`src/hw/rtl/dpt_pkg.sv`:
```
`default_nettype none
package dpt_pkg;

  // Width of the candidate number.
  localparam int NUM_BITS = 32;
  localparam int CNT_BITS = (NUM_BITS > 2) ? $clog2(NUM_BITS) : 1;
  localparam int WIT_BITS = 32;

  typedef logic [NUM_BITS-1:0] num_t;
  typedef logic [CNT_BITS-1:0] cnt_t;
  typedef logic [1:0]          widx_t;

  // Operand selection for the shared modular multiplier.
  typedef enum logic [1:0] {
    MUL_X_B = 2'd0,
    MUL_B_B = 2'd1,
    MUL_X_X = 2'd2
  } mul_op_t;

  localparam widx_t WIT_LAST = 2'd3;

  // Witness bases in test order; past the last one the value is all ones, no smaller than any number.
  function automatic logic [WIT_BITS-1:0] witness_f(input widx_t idx);
    logic [WIT_BITS-1:0] w;
    unique case (idx)
      2'd0:    w = WIT_BITS'(2);
      2'd1:    w = WIT_BITS'(7);
      2'd2:    w = WIT_BITS'(61);
      default: w = '1;
    endcase
    return w;
  endfunction

  typedef struct packed {
    logic    load;
    logic    split_shift;
    logic    wit_init;
    logic    wit_next;
    logic    mul_start;
    mul_op_t mul_op;
    logic    e_shift;
    logic    r_init;
    logic    r_inc;
    logic    res_set;
    logic    res_val;
  } dpt_cmd_t;

  typedef struct packed {
    logic n_is_two;
    logic n_trivial;
    logic d_odd;
    logic e_zero;
    logic e_lsb;
    logic x_is_one;
    logic x_is_nm1;
    logic r_ge_s;
    logic wit_done;
    logic mul_done;
  } dpt_status_t;

endpackage
`default_nettype wire

```
`src/hw/rtl/dpt_mulmod.sv`:
```
`default_nettype none
module dpt_mulmod (
  input  wire logic          clk,
  input  wire logic          rst_n,
  input  wire logic          start,
  input  wire dpt_pkg::num_t a,
  input  wire dpt_pkg::num_t b,
  input  wire dpt_pkg::num_t m,
  output logic               done,
  output dpt_pkg::num_t      p
);
  import dpt_pkg::*;

  localparam int TW = NUM_BITS + 2;

  num_t          acc_r, acc_nxt;
  num_t          a_r;
  num_t          b_r;
  num_t          m_r;
  cnt_t          cnt_r;
  logic          run_r;
  logic          done_r;
  logic [TW-1:0] t;
  logic [TW-1:0] m1;
  logic [TW-1:0] m2;

  // One multiplier bit per cycle, most significant first: acc = 2*acc + bit*a,
  // which stays below three times the modulus, so one of two subtractions fixes it.
  always_comb begin
    m1 = TW'(m_r);
    m2 = {1'b0, m_r, 1'b0};
    t  = {1'b0, acc_r, 1'b0} + (b_r[NUM_BITS-1] ? TW'(a_r) : '0);
    priority if (t >= m2) begin
      acc_nxt = NUM_BITS'(t - m2);
    end else if (t >= m1) begin
      acc_nxt = NUM_BITS'(t - m1);
    end else begin
      acc_nxt = NUM_BITS'(t);
    end
  end

  always_ff @(posedge clk) begin
    if (!rst_n) begin
      run_r  <= 1'b0;
      done_r <= 1'b0;
      cnt_r  <= '0;
    end else begin
      done_r <= 1'b0;
      if (start) begin
        run_r <= 1'b1;
        cnt_r <= '0;
      end else if (run_r) begin
        cnt_r <= cnt_r + 1'b1;
        if (cnt_r == CNT_BITS'(NUM_BITS - 1)) begin
          run_r  <= 1'b0;
          done_r <= 1'b1;
        end
      end
    end
  end

  always_ff @(posedge clk) begin
    if (start) begin
      acc_r <= '0;
      a_r   <= a;
      b_r   <= b;
      m_r   <= m;
    end else if (run_r) begin
      acc_r <= acc_nxt;
      b_r   <= {b_r[NUM_BITS-2:0], 1'b0};
    end
  end

  assign done = done_r;
  assign p    = acc_r;

endmodule
`default_nettype wire

```
`src/hw/rtl/dpt_datapath.sv`:
```
`default_nettype none
module dpt_datapath (
  input  wire logic              clk,
  input  wire logic              rst_n,
  input  wire dpt_pkg::num_t     in_number,
  input  wire dpt_pkg::dpt_cmd_t cmd,
  output dpt_pkg::dpt_status_t   status,
  output logic                   result
);
  import dpt_pkg::*;

  num_t    n_r;
  num_t    nm1_r;
  num_t    d_r;
  num_t    e_r;
  num_t    x_r;
  num_t    base_r;
  cnt_t    s_r;
  cnt_t    r_r;
  widx_t   widx_r;
  mul_op_t op_r;
  logic    res_r;

  num_t    mul_a;
  num_t    mul_b;
  logic    mul_done;
  num_t    mul_p;

  always_comb begin
    unique case (cmd.mul_op)
      MUL_X_B: begin
        mul_a = x_r;
        mul_b = base_r;
      end
      MUL_B_B: begin
        mul_a = base_r;
        mul_b = base_r;
      end
      MUL_X_X: begin
        mul_a = x_r;
        mul_b = x_r;
      end
      default: begin
        mul_a = x_r;
        mul_b = x_r;
      end
    endcase
  end

  dpt_mulmod u_mulmod (
    .clk   (clk),
    .rst_n (rst_n),
    .start (cmd.mul_start),
    .a     (mul_a),
    .b     (mul_b),
    .m     (n_r),
    .done  (mul_done),
    .p     (mul_p)
  );

  always_ff @(posedge clk) begin
    if (!rst_n) begin
      res_r <= 1'b0;
    end else if (cmd.res_set) begin
      res_r <= cmd.res_val;
    end
  end

  always_ff @(posedge clk) begin
    if (cmd.load) begin
      n_r    <= in_number;
      nm1_r  <= in_number - 1'b1;
      d_r    <= in_number - 1'b1;
      s_r    <= '0;
      widx_r <= '0;
    end
    if (cmd.split_shift) begin
      d_r <= d_r >> 1;
      s_r <= s_r + 1'b1;
    end
    if (cmd.wit_init) begin
      x_r    <= NUM_BITS'(1);
      base_r <= NUM_BITS'(witness_f(widx_r));
      e_r    <= d_r;
    end
    if (cmd.wit_next) begin
      widx_r <= widx_r + 1'b1;
    end
    if (cmd.e_shift) begin
      e_r <= e_r >> 1;
    end
    if (cmd.r_init) begin
      r_r <= CNT_BITS'(1);
    end
    if (cmd.r_inc) begin
      r_r <= r_r + 1'b1;
    end
    if (cmd.mul_start) begin
      op_r <= cmd.mul_op;
    end
    // The product goes back to the register that the operation names.
    if (mul_done) begin
      if (op_r == MUL_B_B) begin
        base_r <= mul_p;
      end else begin
        x_r <= mul_p;
      end
    end
  end

  always_comb begin
    status.n_is_two  = (n_r == NUM_BITS'(2));
    status.n_trivial = (n_r < NUM_BITS'(2)) || !n_r[0];
    status.d_odd     = d_r[0];
    status.e_zero    = (e_r == '0);
    status.e_lsb     = e_r[0];
    status.x_is_one  = (x_r == NUM_BITS'(1));
    status.x_is_nm1  = (x_r == nm1_r);
    status.r_ge_s    = (r_r >= s_r);
    status.wit_done  = (widx_r == WIT_LAST) ||
                       (WIT_BITS'(n_r) <= witness_f(widx_r));
    status.mul_done  = mul_done;
  end

  assign result = res_r;

endmodule
`default_nettype wire

```
`src/hw/rtl/dpt_ctrl.sv`:
```
`default_nettype none
module dpt_ctrl (
  input  wire logic                 clk,
  input  wire logic                 rst_n,
  input  wire logic                 start,
  input  wire dpt_pkg::dpt_status_t status,
  output dpt_pkg::dpt_cmd_t         cmd,
  output logic                      busy,
  output logic                      done
);
  import dpt_pkg::*;

  localparam logic [3:0] S_IDLE  = 4'd0;
  localparam logic [3:0] S_CLASS = 4'd1;
  localparam logic [3:0] S_SPLIT = 4'd2;
  localparam logic [3:0] S_WIT   = 4'd3;
  localparam logic [3:0] S_POW   = 4'd4;
  localparam logic [3:0] S_MACC  = 4'd5;
  localparam logic [3:0] S_MSQB  = 4'd6;
  localparam logic [3:0] S_CHK1  = 4'd7;
  localparam logic [3:0] S_SQL   = 4'd8;
  localparam logic [3:0] S_MSQX  = 4'd9;
  localparam logic [3:0] S_SQE   = 4'd10;
  localparam logic [3:0] S_DONE  = 4'd11;

  logic [3:0] state_r, state_nxt;

  always_comb begin
    state_nxt = state_r;
    cmd       = '0;
    cmd.mul_op = MUL_X_B;
    unique case (state_r)
      S_IDLE: begin
        if (start) begin
          cmd.load  = 1'b1;
          state_nxt = S_CLASS;
        end
      end
      S_CLASS: begin
        priority if (status.n_is_two) begin
          cmd.res_set = 1'b1;
          cmd.res_val = 1'b1;
          state_nxt   = S_DONE;
        end else if (status.n_trivial) begin
          cmd.res_set = 1'b1;
          state_nxt   = S_DONE;
        end else begin
          state_nxt = S_SPLIT;
        end
      end
      S_SPLIT: begin
        if (!status.d_odd) begin
          cmd.split_shift = 1'b1;
        end else begin
          state_nxt = S_WIT;
        end
      end
      S_WIT: begin
        // Every witness that applies has been passed.
        if (status.wit_done) begin
          cmd.res_set = 1'b1;
          cmd.res_val = 1'b1;
          state_nxt   = S_DONE;
        end else begin
          cmd.wit_init = 1'b1;
          state_nxt    = S_POW;
        end
      end
      S_POW: begin
        priority if (status.e_zero) begin
          state_nxt = S_CHK1;
        end else if (status.e_lsb) begin
          cmd.mul_start = 1'b1;
          cmd.mul_op    = MUL_X_B;
          state_nxt     = S_MACC;
        end else begin
          cmd.mul_start = 1'b1;
          cmd.mul_op    = MUL_B_B;
          state_nxt     = S_MSQB;
        end
      end
      S_MACC: begin
        if (status.mul_done) begin
          cmd.mul_start = 1'b1;
          cmd.mul_op    = MUL_B_B;
          state_nxt     = S_MSQB;
        end
      end
      S_MSQB: begin
        if (status.mul_done) begin
          cmd.e_shift = 1'b1;
          state_nxt   = S_POW;
        end
      end
      S_CHK1: begin
        if (status.x_is_one || status.x_is_nm1) begin
          cmd.wit_next = 1'b1;
          state_nxt    = S_WIT;
        end else begin
          cmd.r_init = 1'b1;
          state_nxt  = S_SQL;
        end
      end
      S_SQL: begin
        if (status.r_ge_s) begin
          cmd.res_set = 1'b1;
          state_nxt   = S_DONE;
        end else begin
          cmd.mul_start = 1'b1;
          cmd.mul_op    = MUL_X_X;
          state_nxt     = S_MSQX;
        end
      end
      S_MSQX: begin
        if (status.mul_done) begin
          cmd.r_inc = 1'b1;
          state_nxt = S_SQE;
        end
      end
      S_SQE: begin
        if (status.x_is_nm1) begin
          cmd.wit_next = 1'b1;
          state_nxt    = S_WIT;
        end else begin
          state_nxt = S_SQL;
        end
      end
      S_DONE: begin
        state_nxt = S_IDLE;
      end
      default: begin
        state_nxt = S_IDLE;
      end
    endcase
  end

  always_ff @(posedge clk) begin
    if (!rst_n) begin
      state_r <= S_IDLE;
    end else begin
      state_r <= state_nxt;
    end
  end

  assign busy = (state_r != S_IDLE);
  assign done = (state_r == S_DONE);

endmodule
`default_nettype wire

```
`src/hw/rtl/deterministic_primality_test_32.sv`:
```
// Channel   Ports                         Handshake
// input     in_number[31:0]               taken when start is high and busy is low
// result    out_is_prime_flag             shown for one cycle while out_valid is high
//
// Words 0, 1 and 2 and even numbers are settled without the multiplier; the longest
// word is a large odd number tested against all three witnesses.
// Its run time is set by the shared modular multiplier, which retires one
// multiplier bit per cycle, and by up to 62 products a witness.
// Reset is synchronous and active low and returns the controller to idle.
// The receiver cannot stall: the result is shown while the controller is in its done state, which then drops busy.
`default_nettype none
module deterministic_primality_test_32 (
  input  wire logic          clk,
  input  wire logic          rst_n,
  input  wire logic          start,
  output logic               busy,
  input  wire dpt_pkg::num_t in_number,
  output logic               out_valid,
  output logic               out_is_prime_flag
);
  import dpt_pkg::*;

  dpt_cmd_t    cmd;
  dpt_status_t status;

  dpt_ctrl u_ctrl (
    .clk    (clk),
    .rst_n  (rst_n),
    .start  (start),
    .status (status),
    .cmd    (cmd),
    .busy   (busy),
    .done   (out_valid)
  );

  dpt_datapath u_datapath (
    .clk       (clk),
    .rst_n     (rst_n),
    .in_number (in_number),
    .cmd       (cmd),
    .status    (status),
    .result    (out_is_prime_flag)
  );

endmodule
`default_nettype wire

```
`config.mk`:
```
export PLATFORM = sky130hd
export DESIGN_NAME = deterministic_primality_test_32
export DESIGN_NICKNAME = d
export VERILOG_FILES = /design/src/hw/rtl/dpt_pkg.sv /design/src/hw/rtl/dpt_mulmod.sv /design/src/hw/rtl/dpt_datapath.sv /design/src/hw/rtl/dpt_ctrl.sv /design/src/hw/rtl/deterministic_primality_test_32.sv
export SDC_FILE = /design/constraint.sdc
export NUM_CORES = 1
export LEC_CHECK = 0
export BUFFER_PORTS_ARGS = -buffer_cell sky130_fd_sc_hd__buf_2
export CAP_MARGIN = 5
export CORE_AREA = 2 2 269 271
export CTS_CLUSTER_SIZE = 28
export DETAILED_ROUTE_END_ITERATION = 8
export DIE_AREA = 0 0 271 273
export PLACE_DENSITY = 0.48
export SLEW_MARGIN = 20
export SYNTH_ARGS = -nofsm -noshare
export SYNTH_HDL_FRONTEND = slang
export SYNTH_HIERARCHICAL = 1
export SYNTH_SLANG_ARGS = --single-unit
```
`constraint.sdc`:
```
create_clock -name clk -period 18.95 [get_ports clk]
set_clock_uncertainty 0.2 [all_clocks]
set_input_delay 1.895 -clock clk [delete_from_list [all_inputs] [get_ports clk]]
set_output_delay 1.895 -clock clk [all_outputs]
set_load 0.01 [all_outputs]
```
==> metrics.sh <==
DP_SLACK_NS=11.83
HOLD_PATH.CLASS='reg -> reg'
CTSROOTBUFFERMASTER='sky130_fd_sc_hd__clkbuf_16'
CRITPATHMOSTFREQUENTCELL='sky130_fd_sc_hd__nand2_1'
ANTENNA_LEFT=0
GRT_SETUP_UNREPAIRED='false'
ASYNC_RESET_FF_SHARE_PCT=0
SWITCHINGPOWER_mW=1.74
POST_LAYOUT_MINIMUM_CYCLE_TIME_NS=7.15
PATH_CELLS='nand2_1 > inv_1 > ha_1 > a211oi_1 > o21ai_1 > o2111a_1 > o41a_1 > a211oi_1 > nor2_1 > a221oi_1 > xnor2_1 > ha_1 > and3_1 > nand2_1 > or3_1 > nand2_1 > nand3_1 > a31o_2 > o211ai_2 > or2_1 > buf_4 > mux2_1 > a31o_1'
SYNTH_AREA_IN_COMPOUND_GATES_PCT=14.4
SYNTHSIMPLEGATEAREAFRAC_PCT=14.2
SYNTH_AREA_IN_ADDERS_PCT=8.62
P_TOTAL_mW=4.07
ROUTEDWLPERCELL_UM=19.9
AREA_CONTRIBUTORS_POST_SYNTH='sky130_fd_sc_hd__edfxtp_1 34%, sky130_fd_sc_hd__dfxtp_1 10%, sky130_fd_sc_hd__ha_1 8.3%, sky130_fd_sc_hd__mux2_2 8.1%, sky130_fd_sc_hd__nand2_1 3.3%'
CRITICAL_PATH_ARRIVAL_NS=7.39
CLOCK_POWER_SHARE_PCT=19.3
YOSYS_REG_BITS=346
MAXSLEWVIOLCOUNT=0
WORSTPATHMAXFANOUT=32
CP.REQUIRED_NS=19.20
NUMBER_OF_BUFFERS_ADDED_BY_THE_CLOCK_TREE_SYNTHESIS_STEP=39
CRIT-REG2REG-CAPTURE='u_datapath/u_mulmod/p[9]$_SDFFE_PP0P_'
FF2FF_PATH_DEPTH=23
CTS_HTREE_LEVELS=2
SETUP_TOTAL_NEGATIVE_SLACK_NS=0
LAYOUT.CELLS.NON_FILLER=3063
HOLDPATHSTAGES=0
CTS_SETUP_BUFFERS=0
FLOORPLAN.CORE_AREA_MM2=0.0710
AREAGROWTHSYNTHTOFINISH_PCT=12.0
DP.FINAL_HPWL_MM=46.8
CP-END-KIND='register'
CTS_TREE='yes'
MIN_FROM='u_datapath/n_r[19]$_DFFE_PP_'
SYNTHXORXNORAREAFRAC_PCT=5.80
SYNTH_SEQUENTIAL_AREA_RATIO_PCT=43.9
DRC=0
DIE_AREA_MM2=0.0740
SYN_NETS=2242
YOSYS.CELL_TYPES.COUNT=92
REMAINING_MAX_SLEW_BUDGET_AT_THE_TIGHTEST_PIN_PCT=33.5
SYNTHMUXAREASHARE_PCT=9.65
ROWS=98
SETUP.WORST_PATH.START_CLASS='register'
GP_ROUTABILITY_CONGESTION=0.882
PIN_COUNT_OF_THE_BIGGEST_NET_ENTERING_GLOBAL_ROUTING=69
WORST_R2R_STARTPOINT='u_datapath/u_mulmod/b_r[31]$_DFFE_PP_'
REGTOREGSETUPSLACK_NS=11.80
MAX-VDD-IR-DROP_mV=0.0870
FMAX_MHz=140
COMB_POWER_SHARE_PCT=51.8
YOSYSTOPAREACELLSHARE_PCT=33.5
FINAL_STANDARD_CELL_AREA_WITHOUT_FILLERS_MM2=0.0237
SYNTHDOMINANTAREACELLTYPE='sky130_fd_sc_hd__edfxtp_1'
FIN_WORST_HOLD_SLACK_NS=0.290
REG_CLK_SLEW_REPORTED_PATHS_NS=0.06
GRT_ANTENNA_BEFORE_REPAIR=2
FINALWIRELENGTH_MM=61.0
POWER.STATIC_LEAKAGE_nW=9.28
FINAL_WORST_PATH_SETUP_SLACK_NS=11.80
GRT_PASS1_WL_MM=93.5
POST_CTS_RESIZE_COUNT=0
WORSTMARGINPINSLEW_NS=0.995
NUMBER_OF_GLOBAL_ROUTE_VIAS_BEFORE_REPAIR=15492
CTS_MAX_PATH_BUFFERS=3
SYNTH_EDF_COUNT=236
MAX_STAGE_DELAY_NS=0.81
FINAL_MIN_PERIOD_OVER_CLOCK_PERIOD_PCT=37.7
FINISH.UTILIZATION_PCT=33.4
DRTPASS1ITERATIONS=5
POSTPLACECELLAREA_MM2=0.0224
SHARE_OF_POST_ROUTE_CELLS_WITH_DRIVE_STRENGTH_ABOVE_1_PCT=14.8
CLKLATENCYLATEPIN_NS=0.57
ROUTE.VIAS.TOTAL=15754
PLACED_CELLS=2992
START_UTIL_PCT=29.8
OUTCOME='finished clean'
HOLD_VIOLATIONS=0
CLOCK_NET_SINK_COUNT=346
POWER.SWITCHING_FRACTION_PCT=42.8
MAX_CAP_VIOL_COUNT=0
SYN_INST=2063
FLOORPLAN.IO_PINS=38
YS.FLOP_TYPE='sky130_fd_sc_hd__edfxtp_1'
SYN-MEAN-INSTANCE-AREA_UM2=10.3
CRITPATHSLOWESTCELL='sky130_fd_sc_hd__edfxtp_1'
SETUP_CRIT_PATH_KIND='reg -> reg'
PLACE.PORT_BUFFERS=37
POWER_DENSITY_mW_PER_MM2=172
SYNTH_WARNINGS=6
SYNTHESIS.AREA_MM2=0.0212
CHIPHEIGHT_UM=273
CTS-HOLD-FIX-BUFFERS=0
DRT_ITER0_DRCS=1206
SHARE_SEQ_OF_TOTAL_POWER_PCT=29.0
HOLD-PATH-ENDPOINT='u_datapath/u_mulmod/m_r[19]$_DFFE_PP_'
POWER.INTERNAL_mW=2.33
FINAL-SETUP-VIOL-COUNT=0
GRT_OVERFLOW=0
DIEWIDTH_UM=271
ROUTED_VIA_DENSITY=5.14
FINAL_NET_COUNT=2262
DOMINANT_COMBINATIONAL_CELL_FAMILY_BY_AREA_AFTER_SYNTHESIS='compound AO/OA/AOI/OAI gates'
GRT_UTIL_ALL_LAYERS_PCT=16.3
-- synth_stat cells (9+ instances only) --
library cell and n:
sky130_fd_sc_hd__dfxtp_1 110, sky130_fd_sc_hd__a21oi_1 134, sky130_fd_sc_hd__nand3_1 68, sky130_fd_sc_hd__o21ai_1 23
sky130_fd_sc_hd__ha_1 141, sky130_fd_sc_hd__mux2_2 152, sky130_fd_sc_hd__nand2_1 188, sky130_fd_sc_hd__and3_1 19
sky130_fd_sc_hd__clkbuf_1 57, sky130_fd_sc_hd__nor3_1 23, sky130_fd_sc_hd__or3_1 14, sky130_fd_sc_hd__or2_2 11
sky130_fd_sc_hd__nand2b_1 18, sky130_fd_sc_hd__o21a_1 13, sky130_fd_sc_hd__and2_1 42, sky130_fd_sc_hd__o21ai_0 102
sky130_fd_sc_hd__a21o_1 43, sky130_fd_sc_hd__xnor2_1 62, sky130_fd_sc_hd__nor2_1 109, sky130_fd_sc_hd__a31oi_1 17
sky130_fd_sc_hd__nor2b_1 13, sky130_fd_sc_hd__a22oi_1 12, sky130_fd_sc_hd__mux2i_1 27, sky130_fd_sc_hd__xor2_1 78
sky130_fd_sc_hd__nand4_1 21, sky130_fd_sc_hd__nor4_1 46, sky130_fd_sc_hd__o31ai_1 11, sky130_fd_sc_hd__a211oi_1 15
sky130_fd_sc_hd__edfxtp_1 236, sky130_fd_sc_hd__o21bai_1 10, sky130_fd_sc_hd__inv_1 93, sky130_fd_sc_hd__o211ai_1 9
-- cell type report --
class | count | area [µm²]
Sequential cell | 346 | 9290
Antenna cell | 1 | 2.50
Timing Repair Buffer | 58 | 343
Tap cell | 950 | 1190
Clock inverter | 16 | 210
Clock buffer | 54 | 1100
Fill cell | 7154 | 47300
Multi-Input combinational cell | 1543 | 11200
Inverter | 95 | 357
-- power groups by stage --
| stage | clock, mW | combinational (mW) | sequential, mW |
|---|---|---|---|
| floorplan | 0 | 1.57 | 1.12 |
| global placement | 0 | 2.06 | 1.19 |
| detailed placement | 0 | 2.07 | 1.19 |
| CTS | 0.805 | 2.09 | 1.18 |
| global route | 0.833 | 2.31 | 1.20 |
| finish | 0.784 | 2.11 | 1.18 |
-- worst max path at each step --
| stage | start | end | slack, ns |
|---|---|---|---|
| final | u_datapath/u_mulmod/b_r[31]$_DFFE_PP_ | u_datapath/u_mulmod/p[9]$_SDFFE_PP0P_ | 11.80 |
| after global routing | u_datapath/u_mulmod/b_r[31]$_DFFE_PP_ | u_datapath/u_mulmod/p[9]$_SDFFE_PP0P_ | 11.33 |
| after CTS | u_datapath/u_mulmod/b_r[31]$_DFFE_PP_ | u_datapath/u_mulmod/p[9]$_SDFFE_PP0P_ | 11.79 |
| after detailed placement | u_datapath/u_mulmod/b_r[31]$_DFFE_PP_ | u_datapath/u_mulmod/p[9]$_SDFFE_PP0P_ | 11.83 |
| after global placement | u_datapath/u_mulmod/b_r[31]$_DFFE_PP_ | u_datapath/u_mulmod/p[9]$_SDFFE_PP0P_ | 11.83 |
| after floorplan | u_ctrl/state_r[0]$_SDFFE_PN0P_ | u_datapath/u_mulmod/b_r[0]$_SDFFCE_PN0P_ | 11.20 |
-- state kept, by name, indices dropped and copies added (netlist names) --
signal and count:
u_datapath/r_r 5, u_datapath/u_mulmod/run_r 1, u_datapath/u_mulmod/done 1, u_datapath/nm1_r 32, u_datapath/u_mulmod/m_r 32, u_datapath/u_mulmod/cnt_r 5
u_datapath/widx_r 2, u_datapath/e_r 32, u_datapath/n_r 32, u_datapath/base_r 32, u_datapath/x_r 32, u_datapath/op_r 2
u_ctrl/state_r 4, u_datapath/u_mulmod/b_r 32, u_datapath/d_r 32, u_datapath/result 1, u_datapath/s_r 5, u_datapath/u_mulmod/a_r 32
u_datapath/u_mulmod/p 32
-- cells in the final DEF (no fill, tap or decap), drive strengths merged, types with 42 or more instances in the layout --
cell	count
edfxtp	236
nand2	188
mux2	157
ha	141
a21oi	134
o21ai	127
dfxtp	110
nor2	109
inv	95
xor2	78
nand3	68
xnor2	62
buf	58
clkbuf	54
nor4	47
a21o	43
and2	42
-- kinds of logic after synthesis --
logic type	after synthesis
simple gates	604
compound gates	471
flops	346
mux	184
buf+inv	174
fa+ha+maj	144
xor+xnor	140
-- layer usage --
layer | track usage, % | vias up | share of wire, %
li1 | - | 7682 | -
met5 | 0 | - | 0
met4 | 5.60 | 0 | 3.1
met2 | 24.6 | 421 | 43
met3 | 2.21 | 100 | 4.1
met1 | 23.7 | 7551 | 50
-- critical path: cells and delay by family, from the launching register on --
family | cells | cell delay, ns
buffers and inverters | 2 | 0.51
XOR/XNOR | 1 | 0.21
AND/OR/NAND/NOR | 8 | 1.76
adder cells (fa/ha/maj) | 2 | 0.68
multiplexers | 1 | 0.37
AO/OA/AOI/OAI | 9 | 2.45
flip-flops | 1 | 0.81
Note: power is estimated with default switching activity, not from simulation.
